**src/rtl/urb_pkg.sv**
```systemverilog
`default_nettype none

package urb_pkg;

  localparam int RX_DEPTH = 8;
  localparam int TX_DEPTH = 8;
  localparam int RX_AW    = $clog2(RX_DEPTH);
  localparam int TX_AW    = $clog2(TX_DEPTH);
  localparam int RX_CW    = RX_AW + 1;
  localparam int TX_CW    = TX_AW + 1;
  localparam int KIND_W   = 3;
  localparam int BYTE_W   = 8;
  localparam int COUNT_W  = 3;

  typedef enum logic [KIND_W-1:0] {
    K_LINE_RX   = 3'd0,
    K_HOST_READ = 3'd1,
    K_HOST_SEND = 3'd2,
    K_TX_READY  = 3'd3,
    K_TX_DONE   = 3'd4
  } kind_t;

  typedef struct packed {
    logic [KIND_W-1:0] kind;
    logic [BYTE_W-1:0] data;
  } in_item_t;

  typedef struct packed {
    logic               accepted;
    logic [BYTE_W-1:0]  read_data;
    logic               line_out_valid;
    logic [BYTE_W-1:0]  line_out_byte;
    logic               transmitter_on;
    logic [COUNT_W-1:0] rx_count;
    logic [COUNT_W-1:0] tx_count;
  } out_item_t;

  typedef enum logic [0:0] {
    ST_IDLE = 1'b0,
    ST_EXEC = 1'b1
  } state_t;

  typedef struct packed {
    logic capture;
    logic commit;
  } dp_cmd_t;

endpackage

`default_nettype wire

```
**src/rtl/urb_ctrl.sv**
```systemverilog
`default_nettype none

module urb_ctrl (
  input  wire logic             clk,
  input  wire logic             rst_n,
  input  wire logic             in_valid,
  output logic                  in_stall,
  output logic                  out_valid,
  input  wire logic             out_stall,
  output urb_pkg::dp_cmd_t      cmd
);
  import urb_pkg::*;

  state_t state_r;
  state_t state_nxt;
  logic   out_valid_r;
  logic   out_valid_nxt;
  logic   out_free;

  always_ff @(posedge clk) begin
    if (!rst_n) begin
      state_r     <= ST_IDLE;
      out_valid_r <= 1'b0;
    end else begin
      state_r     <= state_nxt;
      out_valid_r <= out_valid_nxt;
    end
  end

  always_comb begin
    state_nxt     = state_r;
    cmd           = '0;
    in_stall      = 1'b1;
    out_free      = !out_valid_r || !out_stall;
    out_valid_nxt = out_valid_r && out_stall;
    case (state_r)
      ST_IDLE: begin
        in_stall = 1'b0;
        if (in_valid) begin
          cmd.capture = 1'b1;
          state_nxt   = ST_EXEC;
        end
      end
      ST_EXEC: begin
        if (out_free) begin
          cmd.commit    = 1'b1;
          out_valid_nxt = 1'b1;
          state_nxt     = ST_IDLE;
        end
      end
      default: begin
        state_nxt = ST_IDLE;
      end
    endcase
  end

  assign out_valid = out_valid_r;

endmodule

`default_nettype wire

```
**src/rtl/urb_datapath.sv**
```systemverilog
`default_nettype none

module urb_datapath (
  input  wire logic              clk,
  input  wire logic              rst_n,
  input  wire urb_pkg::dp_cmd_t  cmd,
  input  wire urb_pkg::in_item_t in_data,
  input  wire logic              cfg_we,
  input  wire logic              cfg_data,
  output urb_pkg::out_item_t     out_data
);
  import urb_pkg::*;

  logic [BYTE_W-1:0]  rx_mem [RX_DEPTH];
  logic [BYTE_W-1:0]  tx_mem [TX_DEPTH];
  logic [RX_DEPTH-1:0] rx_vld_r;

  in_item_t           item_r;
  logic [BYTE_W-1:0]  rx_rd_r;
  logic               rx_rd_vld_r;
  logic [BYTE_W-1:0]  tx_rd_r;

  logic [RX_AW-1:0]   rx_head_r, rx_head_nxt, rx_tail_r, rx_tail_nxt, rx_head_inc, rx_tail_inc;
  logic [TX_AW-1:0]   tx_head_r, tx_head_nxt, tx_tail_r, tx_tail_nxt, tx_head_inc, tx_tail_inc;
  logic               sent_r, sent_nxt;
  logic               active_r, active_nxt;
  logic               half_duplex_r;
  logic               rx_we, tx_we, rx_room;
  logic [RX_CW-1:0]   rx_cnt;
  logic [TX_CW-1:0]   tx_cnt;
  out_item_t          res;
  out_item_t          out_r;

  always_ff @(posedge clk) begin
    if (rx_we) begin
      rx_mem[rx_head_r] <= item_r.data;
    end
    if (tx_we) begin
      tx_mem[tx_head_r] <= item_r.data;
    end
    if (cmd.capture) begin
      item_r  <= in_data;
      rx_rd_r <= rx_mem[rx_tail_r];
      tx_rd_r <= tx_mem[tx_tail_r];
    end
    if (cmd.commit) begin
      out_r <= res;
    end
  end

  always_ff @(posedge clk) begin
    if (!rst_n) begin
      rx_vld_r      <= '0;
      rx_rd_vld_r   <= 1'b0;
      rx_head_r     <= '0;
      rx_tail_r     <= '0;
      tx_head_r     <= '0;
      tx_tail_r     <= '0;
      sent_r        <= 1'b0;
      active_r      <= 1'b0;
      half_duplex_r <= 1'b1;
    end else begin
      if (cfg_we) begin
        half_duplex_r <= cfg_data;
      end
      if (cmd.capture) begin
        rx_rd_vld_r <= rx_vld_r[rx_tail_r];
      end
      if (rx_we) begin
        rx_vld_r[rx_head_r] <= 1'b1;
      end
      if (cmd.commit) begin
        rx_head_r <= rx_head_nxt;
        rx_tail_r <= rx_tail_nxt;
        tx_head_r <= tx_head_nxt;
        tx_tail_r <= tx_tail_nxt;
        sent_r    <= sent_nxt;
        active_r  <= active_nxt;
      end
    end
  end

  always_comb begin
    rx_head_inc = (rx_head_r == RX_AW'(RX_DEPTH - 1)) ? '0 : rx_head_r + RX_AW'(1);
    rx_tail_inc = (rx_tail_r == RX_AW'(RX_DEPTH - 1)) ? '0 : rx_tail_r + RX_AW'(1);
    tx_head_inc = (tx_head_r == TX_AW'(TX_DEPTH - 1)) ? '0 : tx_head_r + TX_AW'(1);
    tx_tail_inc = (tx_tail_r == TX_AW'(TX_DEPTH - 1)) ? '0 : tx_tail_r + TX_AW'(1);

    rx_head_nxt = rx_head_r;
    rx_tail_nxt = rx_tail_r;
    tx_head_nxt = tx_head_r;
    tx_tail_nxt = tx_tail_r;
    sent_nxt    = sent_r;
    active_nxt  = active_r;
    rx_we       = 1'b0;
    tx_we       = 1'b0;
    rx_room     = 1'b0;
    res         = '0;

    case (kind_t'(item_r.kind))
      K_LINE_RX: begin
        rx_room = (rx_head_inc != rx_tail_r) &&
                  (!half_duplex_r || ((tx_head_r == tx_tail_r) && !sent_r));
        if (rx_room) begin
          rx_we        = cmd.commit;
          rx_head_nxt  = rx_head_inc;
          res.accepted = 1'b1;
        end
        sent_nxt = 1'b0;
      end
      K_HOST_READ: begin
        res.read_data = rx_rd_vld_r ? rx_rd_r : '0;
        if (rx_tail_r != rx_head_r) begin
          rx_tail_nxt  = rx_tail_inc;
          res.accepted = 1'b1;
        end
      end
      K_HOST_SEND: begin
        if (tx_head_inc != tx_tail_r) begin
          tx_we        = cmd.commit;
          tx_head_nxt  = tx_head_inc;
          active_nxt   = 1'b1;
          res.accepted = 1'b1;
        end
      end
      K_TX_READY: begin
        if (tx_tail_r != tx_head_r) begin
          res.line_out_byte  = tx_rd_r;
          res.line_out_valid = 1'b1;
          tx_tail_nxt        = tx_tail_inc;
          res.accepted       = 1'b1;
        end else begin
          active_nxt = 1'b0;
        end
      end
      K_TX_DONE: begin
        sent_nxt = 1'b1;
      end
      default: begin
        sent_nxt = sent_r;
      end
    endcase

    rx_cnt = RX_CW'(rx_head_nxt) - RX_CW'(rx_tail_nxt);
    if (rx_head_nxt < rx_tail_nxt) begin
      rx_cnt = rx_cnt + RX_CW'(RX_DEPTH);
    end
    tx_cnt = TX_CW'(tx_head_nxt) - TX_CW'(tx_tail_nxt);
    if (tx_head_nxt < tx_tail_nxt) begin
      tx_cnt = tx_cnt + TX_CW'(TX_DEPTH);
    end
    res.transmitter_on = active_nxt;
    res.rx_count       = COUNT_W'(rx_cnt);
    res.tx_count       = COUNT_W'(tx_cnt);
  end

  assign out_data = out_r;

endmodule

`default_nettype wire

```
**src/rtl/uart_ring_buffers_half_duplex.sv**
```systemverilog
`default_nettype none

// Receive and transmit byte rings on the UART side, each holding one byte fewer than its
// depth. Each item is one event (line byte received, host read, host send, transmitter
// ready, transmission complete) and yields exactly one result item. The accept cycle of an
// item reads both rings at their tails into registered read data; a later cycle in which
// the result register is free updates pointers and flags and loads the result register.
// A new item is taken as soon as the result is loaded, even while that result still waits
// downstream. The receive ring reads as zero in entries never written since reset; no
// clearing pass is needed. Writing cfg_data to one enables half-duplex mode, in which a
// received byte is dropped while the transmit ring holds data or when it is the first
// received byte after a transmission completed.
module uart_ring_buffers_half_duplex (
  input  wire logic              clk,
  input  wire logic              rst_n,
  input  wire logic              in_valid,
  output logic                   in_stall,
  input  wire urb_pkg::in_item_t in_data,
  output logic                   out_valid,
  input  wire logic              out_stall,
  output urb_pkg::out_item_t     out_data,
  input  wire logic              cfg_valid,
  output logic                   cfg_ready,
  input  wire logic              cfg_data
);
  import urb_pkg::*;

  dp_cmd_t cmd;

  assign cfg_ready = 1'b1;

  urb_ctrl u_ctrl (
    .clk       (clk),
    .rst_n     (rst_n),
    .in_valid  (in_valid),
    .in_stall  (in_stall),
    .out_valid (out_valid),
    .out_stall (out_stall),
    .cmd       (cmd)
  );

  urb_datapath u_dp (
    .clk      (clk),
    .rst_n    (rst_n),
    .cmd      (cmd),
    .in_data  (in_data),
    .cfg_we   (cfg_valid && cfg_ready),
    .cfg_data (cfg_data),
    .out_data (out_data)
  );

endmodule

`default_nettype wire

```
**config.mk**
```make
export PLATFORM = sky130hd
export DESIGN_NAME = uart_ring_buffers_half_duplex
export DESIGN_NICKNAME = d
export VERILOG_FILES = /design/src/rtl/urb_pkg.sv /design/src/rtl/urb_ctrl.sv /design/src/rtl/urb_datapath.sv /design/src/rtl/uart_ring_buffers_half_duplex.sv
export SDC_FILE = /design/constraint.sdc
export NUM_CORES = 1
export LEC_CHECK = 0
export ABC_AREA = 1
export BUFFER_PORTS_ARGS = -buffer_cell sky130_fd_sc_hd__buf_2
export CAP_MARGIN = 0
export CORE_ASPECT_RATIO = 0.7
export CORE_MARGIN = 10
export CORE_UTILIZATION = 28
export CTS_BUF_LIST = sky130_fd_sc_hd__clkbuf_8
export DETAILED_ROUTE_END_ITERATION = 16
export GPL_TIMING_DRIVEN = 0
export PLACE_DENSITY_LB_ADDON = 0.2
export SKIP_CTS_REPAIR_TIMING = 1
export SLEW_MARGIN = 20
export SYNTH_ARGS = -nofsm -noshare
export SYNTH_HDL_FRONTEND = slang
export SYNTH_SLANG_ARGS = --single-unit
```
**constraint.sdc**
```tcl
create_clock -name clk -period 3.3 [get_ports clk]
set_input_delay 0.495 -clock clk [delete_from_list [all_inputs] [get_ports clk]]
set_output_delay 0.495 -clock clk [all_outputs]
set_load 0.02 [all_outputs]
```
## After elaboration in Yosys (flattened, before gate mapping)

Memory sizes are Yosys's and may differ from the RTL's. A register that Yosys moved wholly into a read port is not among the register bits.
Index checks and enable logic that the tools add are counted.

- Bits in read-only memories: 0
- Bits in registers: 62
- Bits in writable memories: 128
- Memories kept: 2
- Logic and storage cells: 110
- Bits of input ports: 17
- Latch bits: 0

- Multipliers: 0
- Shift operators: 0
- Magnitude comparators: 5
- Equal/unequal tests: 13
- Reductions and logical operators: 15
- Muxes and demuxes: 45
- Div/mod/pow operators: 0
- $add $sub $neg: 8
- Bitwise logic cells: 2

Memories:

| name | words | bits a word | rd ports | clocked after memory_dff | wr ports | RTL line | RTL |
|---|---|---|---|---|---|---|---|
| u_dp.rx_mem | 8 | 8 | 1 | 1 | 1 | urb_datapath.sv:14 | `logic [BYTE_W-1:0] rx_mem [RX_DEPTH];` |
| u_dp.tx_mem | 8 | 8 | 1 | 1 | 1 | urb_datapath.sv:15 | `logic [BYTE_W-1:0] tx_mem [TX_DEPTH];` |

Operators with widths:

| cell | number |
|---|---|
| 3-bit 2-to-1 mux | 14 |
| 1-bit 2-to-1 mux | 24 |
| 3-bit by 1-bit adder with 3-bit output, second input constant | 6 |
| 3-bit == test, second input constant | 5 |
| 3-bit != test | 4 |
| 9-bit 2-to-1 mux | 1 |
| 3-bit by 4-bit < comparator with 1-bit output, second input constant | 2 |
| 8-bit OR | 1 |
| 3-bit by 2-bit == test with 1-bit output, second input constant | 2 |
| 3-bit < comparator | 2 |
| 1-bit one-hot mux with 2 select lines | 3 |
| 2-bit AND reduction | 3 |
| 3-bit subtractor | 2 |
| 1-bit logical AND | 4 |
| 1-bit zero test | 4 |
| 1-bit one-hot mux with 4 select lines | 1 |
| 1-bit binary-select mux with 3-bit select | 1 |
| 1-bit demux with 3-bit select | 1 |
| 3-bit by 1-bit == test with 1-bit output, second input constant | 1 |
| 3-bit == test | 1 |
| 3-bit by 1-bit greater-or-equal comparator with 1-bit output, second input constant | 1 |
| 3-bit zero test | 1 |
| 1-bit logical OR | 2 |
| 2-bit nonzero test | 1 |
| 1-bit NOT | 1 |

## Longest topological paths before layout

Gate-level depths: netlist (run 1).

- Word-level depth: 9
- Mapped depth: 18
- Depth with buffers taken out: 18

## Cells and area by module

Synthesis (run 1) repeated with hierarchy kept, for this count alone.

- Cells, all modules: 764
- Area total of the unflattened synthesis: 8530.7 µm²

Modules (own cells, without submodules):

| module | times used | cells each | sequential area each (µm²) | area each (µm²) |
|---|---|---|---|---|
| urb_datapath | 1 | 752 | 5885.6 | 8439.3 |
| urb_ctrl | 1 | 10 | 40.0 | 80.1 |
| uart_ring_buffers_half_duplex | 1 | 2 | 0.0 | 11.3 |

## Worst setup path after synthesis (run 1)

No wires, ideal clock.

- Kind: register to register
- Start point: register u_dp.rx_head_r[1]
- End point: register u_dp.out_r, in the netlist u_dp.out_data[5] (data pin)
- Arrival time: 2.318 ns
- Buffers on the path: 0
- Required time: 3.048 ns
- Cell stages (with the launch flop): 17
- Setup time: 0.252 ns
- Setup slack: 0.730 ns
- Path through: dfxtp_1 ha_1 ha_1 inv_1 nand2_1 nand2_1 nor2_1 a21oi_2 nand2_1 o21ai_0 ha_1 inv_1 fa_1 nand3_1 nand2_1 nand2_1 nand2_1

RTL lines:

| element | RTL line | RTL |
|---|---|---|
| from (decl) | urb_datapath.sv:23 | `logic [RX_AW-1:0] rx_head_r, rx_head_nxt, rx_tail_r, rx_tail_nxt, rx_head_inc, rx_tail_inc;` |
| from (signal assigned) | urb_datapath.sv:73 | `rx_head_r <= rx_head_nxt;` |
| to (signal assigned) | urb_datapath.sv:47 | `out_r <= res;` |
| to (decl) | urb_datapath.sv:32 | `out_item_t out_r;` |

==> results.toml, run 1 <==
[run_status]
status = "completed"

[grt]
grt_max_degree = 35
grt_pass1_vias = 5764
gr-total-overflow = 0
antenna_found_initial = 0
grt.total_usage_pct = 11.6
grt_pass1_wl_um = 34500

[final_layout]
diodes = 0
fin_area_mm2 = 0.00991
layout-drive-gt1-share_pct = 13.5
finalNetCount = 864
final_cell_mix = "180 x edfxtp_1, 148 x nor2_1, 92 x o21ai_0"
stdcell_count = 1271
multi_input_area_mm2 = 0.00215
seq_area_mm2 = 0.00593
area_growth_pct = 16.8
layout_commonest_cell = "edfxtp_1"
nFillCells = 3156

[synthesis]
synth_fp_nets = 782
synth_top_flop_cell = "edfxtp_1"
async_flop_share_pct = 0
syn-cell-area_mm2 = 0.00849
syn-mean-instance-area_um2 = 11.3
synthDistinctLibCells = 33
synth_cells = 753
yosysSeqAreaShare_pct = 69.8
ys_ff_latch = 206
yosysWarnings = 0
synth_edf_count = 180

[floorplanning]
dieArea_mm2 = 0.0378
initial_core_util_pct = 28.3
ios = 45
die_y_um = 166
num_rows = 53
dieWidth_um = 228
core-area_mm2 = 0.0300

[routing]
drt-pass1-iter-count = 4
finalWirelength_um = 22200
via_count = 5680
remaining_drc_errors = 0
drt_iter0_markers = 431
routedWlPerCell_um = 17.5
antenna_left = 0
drt-vias-per-instance = 4.47

[clock_tree]
cts_buffers = 35
cts_root_buf = "clkbuf_8"
cts_buffer_depth = 3
h-tree-depth = 2
cts.sinks = 206
cts.reportedPaths.clkPinSlew_ns = 0.06
clk_latency_ns = 0.54
tritoncts = "done"

[critical_path]
cp_max_fo = 7
cp-end-kind = "flip-flop"
reg2reg_from = "u_dp.rx_head_r[1]"
cp-start-kind = "flip-flop"
crit_type = "flip-flop to flip-flop"
worstPathRequired_ns = 3.58
cp-startpoint = "u_dp.rx_head_r[1]"
crit_arrival_ns = 3.16

[sta]
worst_slew_pin_slew_ns = 1.03
final-setup-viol-count = 0
min_period_over_period_pct = 87.4
rsz0062_at_grt = "false"
min_period_ns = 2.89
fin_ws_ns = 0.414
maxSlewHeadroom_pct = 31.2
holdWs_ns = 0.137
maxSlewViolCount = 0
fmax_ghz = 0.347
finalHoldViolCount = 0
finClkSkew_ns = 0.0188

[power_and_ir_drop]
vdd_drop_max_uv = 242
power.density_mw_per_mm2 = 574
p_leak_uw = 0.00370

[place]
port-buffer-count = 43
dp_slack_ns = 0.357
dp_hpwl_um = 14500
place.gp.congestion = 0.792
placed_cells = 1210
placed_area_mm2 = 0.00928

[min_path]
min_from = "in_data[5]"
hp-class = "primary input to flip-flop"

[run]
drv_cap = 0
[sequential cells by signal, summed over array words and instances, names as in the netlist, 3 cells and up]
register        cells
u_dp.rx_head_r      3
u_dp.tx_mem        64
u_dp.tx_rd_r        8
u_dp.out_data      25
u_dp.tx_tail_r      3
u_dp.rx_rd_r        8
u_dp.tx_head_r      3
u_dp.rx_mem        64
u_dp.rx_vld_r       8
u_dp.rx_tail_r      3
u_dp.item_r        11
[cell type report]
| cell class | instances | share of cell area, % |
|---|---|---|
| multi-input combinational | 439 | 21.7 |
| timing repair buffer | 45 | 2.53 |
| buffer | 32 | 1.60 |
| inverter | 76 | 2.88 |
| tap | 412 | 5.20 |
| clock buffer | 35 | 4.86 |
| clock inverter | 26 | 1.43 |
| sequential | 206 | 59.8 |
[through the flow]
step	TNS [ns]	utilization, %	power [uW]
2_1_floorplan	0	-	3380
3_3_place_gp	-1.56	30.7	3590
6_report	0	33.1	5680
3_5_place_dp	0	31.0	3600
5_1_grt	0	33.1	5950
4_1_cts	0	33.1	5760
[metal layers]
metal  vias up  GRT usage [%]  share of wire [%]
met5         -              0                  0
met2       137           15.4                 38
met1      2707           17.9                 55
li1       2794              -                  -
met3        42           2.61                4.9
met4         0           3.55                2.0
[Yosys cell counts (2+ instances only)]
cell type	n	area, um2
fa_1	2	40.0
buf_2	4	20.0
buf_6	2	22.5
nand4_1	11	68.8
o21ai_0	92	460
dfxtp_1	26	521
buf_4	5	37.5
clkbuf_1	21	78.8
nor3_1	8	40.0
xnor2_1	4	35.0
nand3_1	17	85.1
inv_2	6	22.5
inv_1	69	259
nor2_1	149	559
edfxtp_1	180	5410
ha_1	10	125
nand2_1	74	278
o22ai_1	16	100
o21ai_1	4	20.0
a21oi_1	25	125
a31oi_1	16	100
[power breakdown]
part	switching, uW	leakage, uW	total, uW	internal [uW]
clock	1070	0.000370	2140	1080
sequential	59.8	0.00185	2990	2930
combinational	385	0.00148	551	166
[path summary, 6_finish.rpt]
check             depth (start not counted)               end  slack, ns
setup / recovery                         16  u_dp.out_data[5]       0.41
setup reg to reg                         16  u_dp.out_data[5]       0.41
hold / removal                            1    u_dp.item_r[5]       0.14
hold reg to reg                           2  u_dp.rx_vld_r[4]       0.45
[worst max-delay path, cell delays in order (launching register included)]
cell and delay [ns]:
dfxtp_1 0.48, ha_1 0.21, ha_1 0.26, inv_1 0.08, nand2_1 0.05, nand2_1 0.08, nor2_1 0.05, a21oi_2 0.17
nand2_1 0.18, o21ai_0 0.21, ha_1 0.17, inv_1 0.04, fa_1 0.39, nand3_1 0.11, nand2_1 0.06, nand2_1 0.06
nand2_1 0.05
[cell families after synthesis]
family	after synthesis	synth area share (%)
buffers and inverters	108	5.23
and+or+nand+nor	264	12.6
DFF	206	69.8
other	1	0.0442
AOI/OAI and AO/OA	158	9.95
xor gates and xnor gates	4	0.413
adders and majority gates	12	1.95
No activity file was read; power rests on OpenSTA's default activity.
==> run 2: changes to the inputs <==
clock period = 2.9 ns   (was 3.3 ns; I/O delays follow)
==> results.toml, run 2 (same netlist as run 1, synthesis figures left out) <==
[routing]
routedWlPerCell_um = 17.6
drt-vias-per-instance = 4.45
via_count = 5660
antenna_left = 0
remaining_drc_errors = 0
finalWirelength_um = 22400
drt-pass1-iter-count = 4
drt_iter0_markers = 395

[clock_tree]
h-tree-depth = 2
clk_latency_ns = 0.54
tritoncts = "done"
cts.sinks = 206
cts.reportedPaths.clkPinSlew_ns = 0.06
cts_buffers = 35
cts_root_buf = "clkbuf_8"
cts_buffer_depth = 3

[sta]
finClkSkew_ns = 0.0162
min_period_ns = 2.88
worst_slew_pin_slew_ns = 1.02
fin_ws_ns = 0.0249
rsz0062_at_grt = "true"
min_period_over_period_pct = 99.1
finalHoldViolCount = 0
fmax_ghz = 0.348
maxSlewHeadroom_pct = 32.2
final-setup-viol-count = 0
maxSlewViolCount = 0

[grt]
antenna_found_initial = 0
grt_max_degree = 35
grt.total_usage_pct = 11.6
grt_pass1_vias = 5764
grt_pass1_wl_um = 34500
gr-total-overflow = 0

[floorplanning]
ios = 45
dieWidth_um = 228
core-area_mm2 = 0.0300
initial_core_util_pct = 28.3
dieArea_mm2 = 0.0378
die_y_um = 166
num_rows = 53

[place]
placed_area_mm2 = 0.00928
dp_hpwl_um = 14500
dp_slack_ns = 0.0172
place.gp.congestion = 0.792
placed_cells = 1210
port-buffer-count = 43

[power_and_ir_drop]
p_leak_uw = 0.00371
vdd_drop_max_uv = 276
power.density_mw_per_mm2 = 650

[final_layout]
nFillCells = 3158
diodes = 0
stdcell_count = 1273
multi_input_area_mm2 = 0.00218
fin_area_mm2 = 0.00995
seq_area_mm2 = 0.00593
final_cell_mix = "180 x edfxtp_1, 145 x nor2_1, 91 x o21ai_0"
area_growth_pct = 17.3
finalNetCount = 866
layout-drive-gt1-share_pct = 14.6
layout_commonest_cell = "edfxtp_1"

[critical_path]
crit_chain = "ha_1, ha_1, inv_1, nand2_1, nand2_1, nor2_1, nand2_1, nand3_1, inv_1, nand2_1, nor2_1"
crit_path_max_incr_delay_ns = 0.71
reg2reg_from = "u_dp.tx_head_r[0]"
cp-start-kind = "flip-flop"
crit_path_frequent_cell = "nand2_1"
crit_arrival_ns = 3.03
cp-startpoint = "u_dp.tx_head_r[0]"
crit_type = "flip-flop to flip-flop"
worstPathRequired_ns = 3.05
critical_path.slowest_cell = "nor2_1"
cp-end-kind = "flip-flop"
cp_max_fo = 8

[min_path]
min_from = "in_data[5]"
hp-class = "primary input to flip-flop"

[run]
drv_cap = 0

[run_status]
status = "completed"
==> run 2: per-stage QoR <==
stage | util, % | total power [uW] | hold WS [ns] | setup TNS [ns]
after CTS | 33.1 | 6550 | 0.0356 | 0
after floorplan | - | 3840 | 0.424 | 0
after detailed placement | 31.0 | 4090 | 0.439 | 0
after global placement | 30.7 | 4080 | 0.434 | -19.65
after global routing | 33.2 | 6780 | 0.0448 | -6.05
final | 33.2 | 6470 | 0.0765 | 0
==> run 2: metal layers <==
layer	wire length (um)	track usage [%]	vias to the layer above
li1	-	-	2789
met1	12300	17.9	2687
met2	8470	15.4	140
met3	1150	2.61	44
met4	468	3.55	0
met5	0	0	-
==> run 2: final cells by class <==
type                    count  share of cell area (%)
flip-flops and latches    206                    59.5
multi-input cells         439                    21.9
well taps                 412                    5.18
clock buffers              35                    4.84
inverters                  76                    2.87
repair buffers             47                    2.66
plain buffers              32                    1.60
clock inverters            26                    1.42
==> run 2: final timing paths <==
| check | end | slack, ns | cells past startpoint |
|---|---|---|---|
| worst max-delay path | u_dp.tx_mem[4][6] | 0.02 | 11 |
| worst min-delay path | u_dp.item_r[5] | 0.08 | 1 |
| worst max register to register | u_dp.tx_mem[4][6] | 0.02 | 11 |
| worst min register to register | u_dp.active_r | 0.45 | 2 |
==> run 2: power by group <==
part	internal (uW)	total, uW	switching [uW]
Sequential	3330	3400	68.4
Combinational	191	631	439
Clock	1230	2440	1210
==> run 2: worst max-delay path, delay by kind of cell, from the launching register on <==
family | cells | cell delay, ns
DFF | 1 | 0.36
adders and majority gates | 2 | 0.52
and+or+nand+nor | 7 | 1.37
buffers and inverters | 2 | 0.24
